<file path="src/design/response_token_matcher_with_capture_unit_assert.svh">
// ---------------------------------------------------------------------------
// Assertion macros for the response token matcher
// Concurrent property helpers included by the asserting design file of the block.
// ---------------------------------------------------------------------------
`ifndef RESPONSE_TOKEN_MATCHER_WITH_CAPTURE_UNIT_ASSERT_SVH
`define RESPONSE_TOKEN_MATCHER_WITH_CAPTURE_UNIT_ASSERT_SVH

// Same-cycle implication, disabled while reset is asserted.
`define RTM_ASSERT_IMP(lbl, clk, rstn, ante, cons) \
    lbl: assert property (@(posedge clk) disable iff (!(rstn)) (ante) |-> (cons)) \
        else $error("rtm assertion failed: same-cycle implication");

// Next-cycle implication, disabled while reset is asserted.
`define RTM_ASSERT_NXT(lbl, clk, rstn, ante, cons) \
    lbl: assert property (@(posedge clk) disable iff (!(rstn)) (ante) |=> (cons)) \
        else $error("rtm assertion failed: next-cycle implication");

`endif

</file>
<file path="src/design/rtm_pkg.sv">
// ---------------------------------------------------------------------------
// Response token matcher package
// Sequencer states, item and result codes, register indexes and constants.
// ---------------------------------------------------------------------------
`timescale 1ns / 1ps

package rtm_pkg;

    typedef enum logic [1:0] {
        ST_IDLE,
        ST_CHECK,
        ST_REPLAY,
        ST_TAIL
    } state_t;

    // input item kinds (tuser)
    localparam logic [1:0] KIND_START = 2'd0;
    localparam logic [1:0] KIND_BYTE  = 2'd1;
    localparam logic [1:0] KIND_TICK  = 2'd2;

    // result kinds (tuser)
    localparam logic [1:0] RES_CAPTURE = 2'd0;
    localparam logic [1:0] RES_FOUND   = 2'd1;
    localparam logic [1:0] RES_TIMEOUT = 2'd2;

    // configuration register indexes
    localparam logic [2:0] REG_TOKEN_LENGTH  = 3'd0;
    localparam logic [2:0] REG_CHARS_LOW     = 3'd1;
    localparam logic [2:0] REG_CHARS_MID     = 3'd2;
    localparam logic [2:0] REG_CHARS_HIGH    = 3'd3;
    localparam logic [2:0] REG_TIMEOUT_TICKS = 3'd4;
    localparam logic [2:0] REG_ALWAYS_SKIP   = 3'd5;

    localparam int unsigned TOKEN_SLOTS   = 24;
    localparam int unsigned TOK_IDX_W     = 5;
    localparam int unsigned CAPTURE_LIMIT = 20;

    localparam logic [7:0]  CHAR_CR = 8'h0D;
    localparam logic [7:0]  CHAR_LF = 8'h0A;
    localparam logic [15:0] TICKS_MAX = 16'hFFFF;

endpackage

</file>
<file path="src/design/response_token_matcher_with_capture_unit.sv">
// ---------------------------------------------------------------------------
// Response token matcher with capture
// Watches received serial bytes for a reply token and replays mismatches.
// ---------------------------------------------------------------------------
// The block takes one transaction at a time on the s_ side and gives its
// results on the m_ side: a token found result, a timed out result, or, on a
// mismatch, the matched prefix (at most 20 characters) followed by the
// offending byte as captured bytes, with m_tlast on the final result of each
// input. A start, ignored or skipped item passes ST_IDLE and ST_CHECK, a
// matching byte or a tick the same plus any wait on m_tready, and a mismatch
// then ST_REPLAY for any prefix and ST_TAIL for the offending byte. The
// single shared token character selector serves the compare and then each
// replayed character, one per cycle while m_tready allows. A finished result
// sits in the output register while the sequencer goes on to the next step.
// Configuration writes are taken at any time but belong only to idle periods.
`timescale 1ns / 1ps

module response_token_matcher_with_capture_unit #(
    parameter int unsigned MAX_TOKEN_CHARS = 24
) (
    input  logic        aclk,
    input  logic        aresetn,
    // input transactions
    input  logic        s_tvalid,
    output logic        s_tready,
    input  logic [7:0]  s_tdata,    // [7:0] data_byte
    input  logic [1:0]  s_tuser,    // [1:0] kind
    // result transactions
    output logic        m_tvalid,
    input  logic        m_tready,
    output logic [7:0]  m_tdata,    // [7:0] captured_byte
    output logic [1:0]  m_tuser,    // [1:0] result_kind
    output logic        m_tlast,
    // configuration writes
    input  logic        cfg_valid,
    output logic        cfg_ready,
    input  logic [2:0]  cfg_index,
    input  logic [63:0] cfg_data
);

    localparam int unsigned MP_W = $clog2(MAX_TOKEN_CHARS + 1);
    localparam int unsigned TW   = rtm_pkg::TOK_IDX_W;

    // configuration registers
    logic [4:0]  token_length_reg;
    logic [63:0] chars_low_reg;
    logic [63:0] chars_mid_reg;
    logic [63:0] chars_high_reg;
    logic [15:0] timeout_ticks_reg;
    logic        always_skip_reg;

    // search state
    rtm_pkg::state_t state_reg, state_next;
    logic [MP_W-1:0] match_pos_reg, match_pos_next;
    logic            seen_first_reg, seen_first_next;
    logic            search_done_reg, search_done_next;
    logic [15:0]     elapsed_reg, elapsed_next;

    // held item and replay counters
    logic [1:0]      kind_reg, kind_next;
    logic [7:0]      byte_reg, byte_next;
    logic [TW-1:0]   rep_idx_reg, rep_idx_next;
    logic [TW-1:0]   rep_cnt_reg, rep_cnt_next;

    // output register
    logic            m_valid_reg, m_valid_next;
    logic [1:0]      m_kind_reg, m_kind_next;
    logic [7:0]      m_byte_reg, m_byte_next;
    logic            m_last_reg, m_last_next;

    // shared token character selector
    logic [7:0]      tok_chars [rtm_pkg::TOKEN_SLOTS];
    logic [TW-1:0]   sel_idx;
    logic [7:0]      sel_char;

    logic            out_free;
    logic [4:0]      eff_len;
    logic [MP_W-1:0] pos;
    logic [5:0]      pos_plus;
    logic [15:0]     ticks_inc;
    logic            is_break;

    assign cfg_ready = 1'b1;
    assign s_tready  = (state_reg == rtm_pkg::ST_IDLE);
    assign m_tvalid  = m_valid_reg;
    assign m_tuser   = m_kind_reg;
    assign m_tdata   = m_byte_reg;
    assign m_tlast   = m_last_reg;

    // Lay the three character words out as one row of token slots.
    for (genvar g = 0; g < 8; g++) begin : g_slots
        assign tok_chars[g]      = chars_low_reg[8*g +: 8];
        assign tok_chars[g + 8]  = chars_mid_reg[8*g +: 8];
        assign tok_chars[g + 16] = chars_high_reg[8*g +: 8];
    end

    assign sel_char = tok_chars[sel_idx];

    // Clamp the programmed length into 1 .. MAX_TOKEN_CHARS.
    always_comb begin
        if (token_length_reg == 5'd0) begin
            eff_len = 5'd1;
        end else if (token_length_reg > 5'(MAX_TOKEN_CHARS)) begin
            eff_len = 5'(MAX_TOKEN_CHARS);
        end else begin
            eff_len = token_length_reg;
        end
    end

    assign out_free  = !m_valid_reg || m_tready;
    assign pos       = (match_pos_reg >= MP_W'(MAX_TOKEN_CHARS)) ? '0 : match_pos_reg;
    assign pos_plus  = 6'(pos) + 6'd1;
    assign ticks_inc = (elapsed_reg == rtm_pkg::TICKS_MAX) ? elapsed_reg : elapsed_reg + 16'd1;
    assign is_break  = (byte_reg == rtm_pkg::CHAR_CR) || (byte_reg == rtm_pkg::CHAR_LF);

    // Configuration write channel.
    always_ff @(posedge aclk) begin
        if (!aresetn) begin
            token_length_reg  <= 5'd2;
            chars_low_reg     <= 64'd19279;
            chars_mid_reg     <= 64'd0;
            chars_high_reg    <= 64'd0;
            timeout_ticks_reg <= 16'd5000;
            always_skip_reg   <= 1'b0;
        end else if (cfg_valid && cfg_ready) begin
            case (cfg_index)
                rtm_pkg::REG_TOKEN_LENGTH:  token_length_reg  <= cfg_data[4:0];
                rtm_pkg::REG_CHARS_LOW:     chars_low_reg     <= cfg_data;
                rtm_pkg::REG_CHARS_MID:     chars_mid_reg     <= cfg_data;
                rtm_pkg::REG_CHARS_HIGH:    chars_high_reg    <= cfg_data;
                rtm_pkg::REG_TIMEOUT_TICKS: timeout_ticks_reg <= cfg_data[15:0];
                rtm_pkg::REG_ALWAYS_SKIP:   always_skip_reg   <= cfg_data[0];
                default: ;
            endcase
        end
    end

    // State register.
    always_ff @(posedge aclk) begin
        if (!aresetn) begin
            state_reg       <= rtm_pkg::ST_IDLE;
            match_pos_reg   <= '0;
            seen_first_reg  <= 1'b0;
            search_done_reg <= 1'b1;
            elapsed_reg     <= 16'd0;
            m_valid_reg     <= 1'b0;
        end else begin
            state_reg       <= state_next;
            match_pos_reg   <= match_pos_next;
            seen_first_reg  <= seen_first_next;
            search_done_reg <= search_done_next;
            elapsed_reg     <= elapsed_next;
            m_valid_reg     <= m_valid_next;
        end
    end

    // Payload registers.
    always_ff @(posedge aclk) begin
        kind_reg    <= kind_next;
        byte_reg    <= byte_next;
        rep_idx_reg <= rep_idx_next;
        rep_cnt_reg <= rep_cnt_next;
        m_kind_reg  <= m_kind_next;
        m_byte_reg  <= m_byte_next;
        m_last_reg  <= m_last_next;
    end

    // Sequencer: next state, search updates and result loading.
    always_comb begin
        state_next       = state_reg;
        match_pos_next   = match_pos_reg;
        seen_first_next  = seen_first_reg;
        search_done_next = search_done_reg;
        elapsed_next     = elapsed_reg;
        kind_next        = kind_reg;
        byte_next        = byte_reg;
        rep_idx_next     = rep_idx_reg;
        rep_cnt_next     = rep_cnt_reg;
        m_valid_next     = m_valid_reg && !m_tready;
        m_kind_next      = m_kind_reg;
        m_byte_next      = m_byte_reg;
        m_last_next      = m_last_reg;
        sel_idx          = TW'(pos);

        case (state_reg)
            rtm_pkg::ST_IDLE: begin
                // capture the transaction for evaluation
                if (s_tvalid) begin
                    kind_next  = s_tuser;
                    byte_next  = s_tdata;
                    state_next = rtm_pkg::ST_CHECK;
                end
            end
            rtm_pkg::ST_CHECK: begin
                state_next = rtm_pkg::ST_IDLE;
                if (kind_reg == rtm_pkg::KIND_START) begin
                    match_pos_next   = '0;
                    seen_first_next  = 1'b0;
                    search_done_next = 1'b0;
                    elapsed_next     = 16'd0;
                end else if (search_done_reg ||
                             (kind_reg != rtm_pkg::KIND_BYTE &&
                              kind_reg != rtm_pkg::KIND_TICK)) begin
                    // drop: idle search or unknown kind
                end else if (kind_reg == rtm_pkg::KIND_TICK) begin
                    if (ticks_inc >= timeout_ticks_reg) begin
                        // hold until the output register frees up
                        if (out_free) begin
                            elapsed_next     = ticks_inc;
                            search_done_next = 1'b1;
                            m_valid_next     = 1'b1;
                            m_kind_next      = rtm_pkg::RES_TIMEOUT;
                            m_byte_next      = 8'd0;
                            m_last_next      = 1'b1;
                        end else begin
                            state_next = rtm_pkg::ST_CHECK;
                        end
                    end else begin
                        elapsed_next = ticks_inc;
                    end
                end else if (elapsed_reg >= timeout_ticks_reg) begin
                    // time ran out before this byte
                    if (out_free) begin
                        search_done_next = 1'b1;
                        m_valid_next     = 1'b1;
                        m_kind_next      = rtm_pkg::RES_TIMEOUT;
                        m_byte_next      = 8'd0;
                        m_last_next      = 1'b1;
                    end else begin
                        state_next = rtm_pkg::ST_CHECK;
                    end
                end else if (is_break && (always_skip_reg || !seen_first_reg)) begin
                    // skip line break
                end else if (byte_reg == sel_char) begin
                    if (pos_plus >= 6'(eff_len)) begin
                        if (out_free) begin
                            seen_first_next  = 1'b1;
                            match_pos_next   = '0;
                            search_done_next = 1'b1;
                            m_valid_next     = 1'b1;
                            m_kind_next      = rtm_pkg::RES_FOUND;
                            m_byte_next      = 8'd0;
                            m_last_next      = 1'b1;
                        end else begin
                            state_next = rtm_pkg::ST_CHECK;
                        end
                    end else begin
                        seen_first_next = 1'b1;
                        match_pos_next  = MP_W'(pos_plus);
                    end
                end else begin
                    // mismatch: replay the prefix, then the offending byte
                    seen_first_next = 1'b1;
                    match_pos_next  = '0;
                    rep_idx_next    = '0;
                    if (TW'(pos) > TW'(rtm_pkg::CAPTURE_LIMIT)) begin
                        rep_cnt_next = TW'(rtm_pkg::CAPTURE_LIMIT);
                    end else begin
                        rep_cnt_next = TW'(pos);
                    end
                    state_next = (pos == '0) ? rtm_pkg::ST_TAIL : rtm_pkg::ST_REPLAY;
                end
            end
            rtm_pkg::ST_REPLAY: begin
                sel_idx = rep_idx_reg;
                if (out_free) begin
                    m_valid_next = 1'b1;
                    m_kind_next  = rtm_pkg::RES_CAPTURE;
                    m_byte_next  = sel_char;
                    m_last_next  = 1'b0;
                    rep_idx_next = rep_idx_reg + TW'(1);
                    if (rep_idx_reg + TW'(1) == rep_cnt_reg) begin
                        state_next = rtm_pkg::ST_TAIL;
                    end
                end
            end
            rtm_pkg::ST_TAIL: begin
                if (out_free) begin
                    m_valid_next = 1'b1;
                    m_kind_next  = rtm_pkg::RES_CAPTURE;
                    m_byte_next  = byte_reg;
                    m_last_next  = 1'b1;
                    state_next   = rtm_pkg::ST_IDLE;
                end
            end
            default: begin
                state_next = rtm_pkg::ST_IDLE;
            end
        endcase
    end

    // Assertions
    `include "response_token_matcher_with_capture_unit_assert.svh"

    `RTM_ASSERT_IMP(a_replay_in_range, aclk, aresetn, state_reg == rtm_pkg::ST_REPLAY, rep_idx_reg < rep_cnt_reg)
    `RTM_ASSERT_NXT(a_accept_to_check, aclk, aresetn, s_tvalid && s_tready, state_reg == rtm_pkg::ST_CHECK)
    `RTM_ASSERT_IMP(a_found_is_last, aclk, aresetn, m_valid_reg && m_kind_reg != rtm_pkg::RES_CAPTURE, m_last_reg && m_byte_reg == 8'd0)
    `RTM_ASSERT_NXT(a_result_held, aclk, aresetn, m_valid_reg && !m_tready, m_valid_reg && $stable({m_kind_reg, m_byte_reg, m_last_reg}))

endmodule

</file>
<file path="config.mk">
export PLATFORM = sky130hd
export DESIGN_NAME = response_token_matcher_with_capture_unit
export DESIGN_NICKNAME = d
export VERILOG_FILES = /design/src/design/rtm_pkg.sv /design/src/design/response_token_matcher_with_capture_unit.sv
export VERILOG_INCLUDE_DIRS = /design/src /design/src/design
export SDC_FILE = /design/constraint.sdc
export NUM_CORES = 1
export LEC_CHECK = 0
export BUFFER_PORTS_ARGS = -buffer_cell sky130_fd_sc_hd__buf_4
export CELL_PAD_IN_SITES_DETAIL_PLACEMENT = 0
export CELL_PAD_IN_SITES_GLOBAL_PLACEMENT = 2
export CORE_MARGIN = 3
export CORE_UTILIZATION = 33
export CTS_CLUSTER_SIZE = 14
export DETAILED_ROUTE_END_ITERATION = 10
export PLACE_DENSITY_LB_ADDON = 0.1
export SYNTH_ARGS = -nofsm -noshare
export SYNTH_HDL_FRONTEND = slang
export SYNTH_SLANG_ARGS = --single-unit
</file>
<file path="constraint.sdc">
create_clock -name aclk -period 3.9 [get_ports aclk]
set_input_delay 0.78 -clock aclk [delete_from_list [all_inputs] [get_ports aclk]]
set_output_delay 0.78 -clock aclk [all_outputs]
set_load 0.05 [all_outputs]
</file>
==> results.md <==
- Dividing total power by cell area gives a power density of 385 nW/um^2.
- Routability-driven placement finished with a final weighted congestion of 0.901.
- Setup repair after global routing could not meet its margin everywhere.
- By area the synthesized netlist is led by dfxtp_1 (36%), nand2_1 (14%), a21oi_1 (8.7%).
- The initialized floorplan defines 73 standard-cell rows.
- The final setup violation count is 0.
- In the synthesized netlist, the number of instances is 1,669.
- The DRC violations left is 0.
- The worst slew margin relative to its limit is 40.1%.
- The most used flip-flop cell after synthesis is dfxtp_1.
- The startpoint kind of the worst setup timing path is a flip-flop.
- The half-perimeter wire length after detailed placement is 39.0 mm.
- Synthesis produced a netlist with a net count of 1,794.
- The first detailed-routing pass took 5 iterations.
- The start point of the worst min-delay path is s_tuser[1].
- The pin count of the biggest net entering global routing is 82.
- The CTS buffer count is 34.
- The number of synthesized register bits is 271.
- The number of nets with antenna violations after routing is 0.
- The clock latency at the later pin of the worst-skew pair is 0.55 ns.
- The sum of negative setup slack is 0 ns.
- For this block, the initial DRC count from the detailed router was 957.
- CTS saw 271 sinks.
- The number of antenna violations at the first check in global routing is 1.
- The worst register-to-register path begins at state_reg[0]$_SDFFE_PN0P_.
- The capture instance of the worst register-to-register path is rep_idx_reg[3]$_SDFFCE_PN0P_.
- The area of the die is 43,400 um^2.
- Clock-pin slew was measured on the worst setup and hold paths at 0.06 ns.
- The actual slew at the worst max-slew pin is 0.898 ns.
- From synthesis to final layout, the design area changed by 24.7%.
- In this run the number of H-tree levels came out at 2.
- The biggest area contributor in the post-synthesis netlist is dfxtp_1.
- The async set or reset register ratio after synthesis is 0%.
- The post-synthesis sequential area ratio is 42.4%.
- The post-route netlist has 19.9% of its cells at a drive strength greater than 1.
- The share of Yosys cell area claimed by the top area cell type is 35.6%.
- The average instance area after synthesis is 8.10 um^2.
- The number of different library cells used by synthesis comes to 80.
- The wire length on met1 is 25.8 mm.
- The flow ran to the end, and the final reports show no timing, DRC or antenna violations.
- The endpoint arrival time on the critical path is 3.96 ns.
- The detailed-routed wire length on met2 is 25.3 mm.
- For the final database, setup skew stands at 0.0207 ns.
- By instance count, the leading cell after synthesis is nand2_1.
- The overall global routing resource usage is 24.4%.
- The largest vdd supply drop is 255 uV.
- Max-cap violations in this run came to 0.
- The final critical-path required period is 3.73 ns.
- The first global-routing pass estimated 80.3 mm of wire.
- The cell count of the worst reg-to-reg path is 15.
- The initial utilization of the core area, before any placement, comes to 33.7%.
- The final count of hold timing violations is 0.
- The worst setup path is captured at a flip-flop.
- After synthesis the cells add up to 13,500 um^2.
- The endpoint of the worst hold-timing path is kind_reg[1]$_DFFE_PP_.
- The layout net count is 1,941.
- In the final routed layout, each cell accounts on average for 23.3 um.
- The count of yosys warnings during synthesis is 0.
- The overflow left after global routing is 0.
- The critical path is of the reg2reg type.
- The worst hold path depth is 1.
- The number of slew-limit violations in the final report is 0.
- The analysis attributes to cell leakage a power of 0.00642 uW.
- The number of diodes added for antenna fixing is 0.
- Sorting the synthesized cells by how often they occur yields nand2_1 (492), dfxtp_1 (240), a21oi_1 (234).
- The buffer type at the clock tree root is clkbuf_16.
- The die span in x is 208 um.
- The region available for standard cell placement spans 40,100 um^2.
- The worst-case clock buffer depth is 3.
- For this design, the CTS-stage hold fixing added 0 buffers.
- STA puts the critical path data required time at 4.13 ns.
- The share of the cycle needed by the critical path after routing is 95.7%.
- The detailed router placed 12,803 vias in this run.
- For flop-to-flop paths, the worst setup slack is 0.17 ns.
- The total I/O pin count is 96.
- The via count of the first global-routing pass came to 12,113.
- The height of the chip is 208 um.
- Along the worst path, the maximum fanout reaches 15.
- The number of input and output port buffers inserted is 94.
- In the routed layout, each cell is associated on average with a via count of 5.42.
- Hold is met by 0.417 ns.
- The met3 layer wire length in the routed design is 2.82 mm.
- The final layout contains routed wiring with a total length of 55.0 mm.
- The min-delay analysis places its worst path in the category in2reg.
- The TritonCTS clock tree is built.
- Routed signal wires occupy layers up through met4.
- The highest achievable clock rate is 268 MHz.
- Yosys mapped a number of flops with a built-in enable equal to 31.
[kinds of logic after synthesis]
logic type	share of synthesized area [%]
and+or+nand+nor	20.6
AOI/OAI and AO/OA	21.3
DFF	42.4
buffers and inverters	4.94
muxes	5.35
adders and majority gates	3.98
xor gates and xnor gates	1.30
other	0.0278
[cell type report]
type | count | area (um^2)
fill | 4113 | 23300
inverter | 47 | 181
clock inverter | 9 | 98.8
tap | 525 | 657
multi-input combinational | 1239 | 7360
sequential | 271 | 5740
clock buffer | 48 | 975
timing repair buffer | 223 | 1830
[report_power, final]
group | leakage, uW | total, uW | internal (uW) | switching [uW]
clock | 0.000525 | 3080 | 1810 | 1270
combinational | 0.00367 | 471 | 171 | 300
sequential | 0.00223 | 2930 | 2880 | 54.3
total | 0.00642 | 6480 | 4860 | 1620
[repair_timing]
action,4_1_cts,5_1_grt
endpoints found under the setup margin,36,43
pin swaps,4,13
buffers inserted,6,5
resized for setup,7,45
cloned,0,2
[worst max path at each step]
stage / cells after the start / slack [ns] / start / endpoint
after floorplan: 17 / 0.01 / elapsed_reg[3]$_SDFFE_PN0P_ / elapsed_reg[1]$_SDFFE_PN0P_
after global placement: 10 / -0.22 / match_pos_reg[0]$_SDFFE_PN0P_ / m_tuser[1]$_SDFFCE_PN0P_
after detailed placement: 10 / -0.27 / match_pos_reg[0]$_SDFFE_PN0P_ / m_tuser[1]$_SDFFCE_PN0P_
after CTS: 17 / 0.03 / elapsed_reg[5]$_SDFFE_PN0P_ / elapsed_reg[5]$_SDFFE_PN0P_
after global routing: 17 / -0.01 / elapsed_reg[11]$_SDFFE_PN0P_ / elapsed_reg[15]$_SDFFE_PN0P_
final: 15 / 0.17 / state_reg[0]$_SDFFE_PN0P_ / rep_idx_reg[3]$_SDFFCE_PN0P_
[layer usage]
| metal | track usage [%] | vias up |
|---|---|---|
| li1 | - | 6150 |
| met1 | 34.8 | 6224 |
| met2 | 39.0 | 363 |
| met3 | 3.83 | 66 |
| met4 | 5.56 | 0 |
| met5 | 0 | - |
[layout by cell type, fill, tap and decap left out, types with 13 or more instances in the layout]
cell type  instances
a31oi_1           13
mux2i_1           32
clkbuf_16         36
o211a_1           16
nor2_1            47
o211ai_1          19
nor3_1            13
o21ai_0           29
edfxtp_1          31
a21o_1            14
nand2_1          489
dfxtp_1          235
a21oi_1          230
ha_1              43
nand3_1           31
inv_1             45
a211oi_1          18
buf_4            209
[stage by stage]
| step | setup WS (ns) | power, uW | util [%] | std cells | instance area [um^2] |
|---|---|---|---|---|---|
| after detailed placement | -0.275 | 3450 | 38.5 | 2292 | 15400 |
| final | 0.169 | 6480 | 42.0 | 2362 | 16800 |
| after floorplan | 0.0106 | 3200 | - | 1669 | 13500 |
| after global placement | -0.223 | 3450 | 38.5 | 2292 | 15400 |
| after CTS | 0.0257 | 6560 | 41.4 | 2355 | 16600 |
| after global routing | -0.0127 | 6720 | 42.0 | 2362 | 16800 |
[critical path, stage by stage, from the launching register on]
cell	delay [ns]
dfxtp_1	0.42
buf_4	0.15
nand2b_2	0.19
buf_4	0.19
a21boi_4	0.07
buf_4	0.17
clkbuf_16	0.19
a211oi_1	0.28
o21ai_0	0.15
buf_4	0.18
and3_1	0.16
a31o_2	0.22
o221ai_1	0.31
nor4_4	0.09
nor4b_2	0.38
a21o_1	0.25
Power figures use the tool's default switching activity.
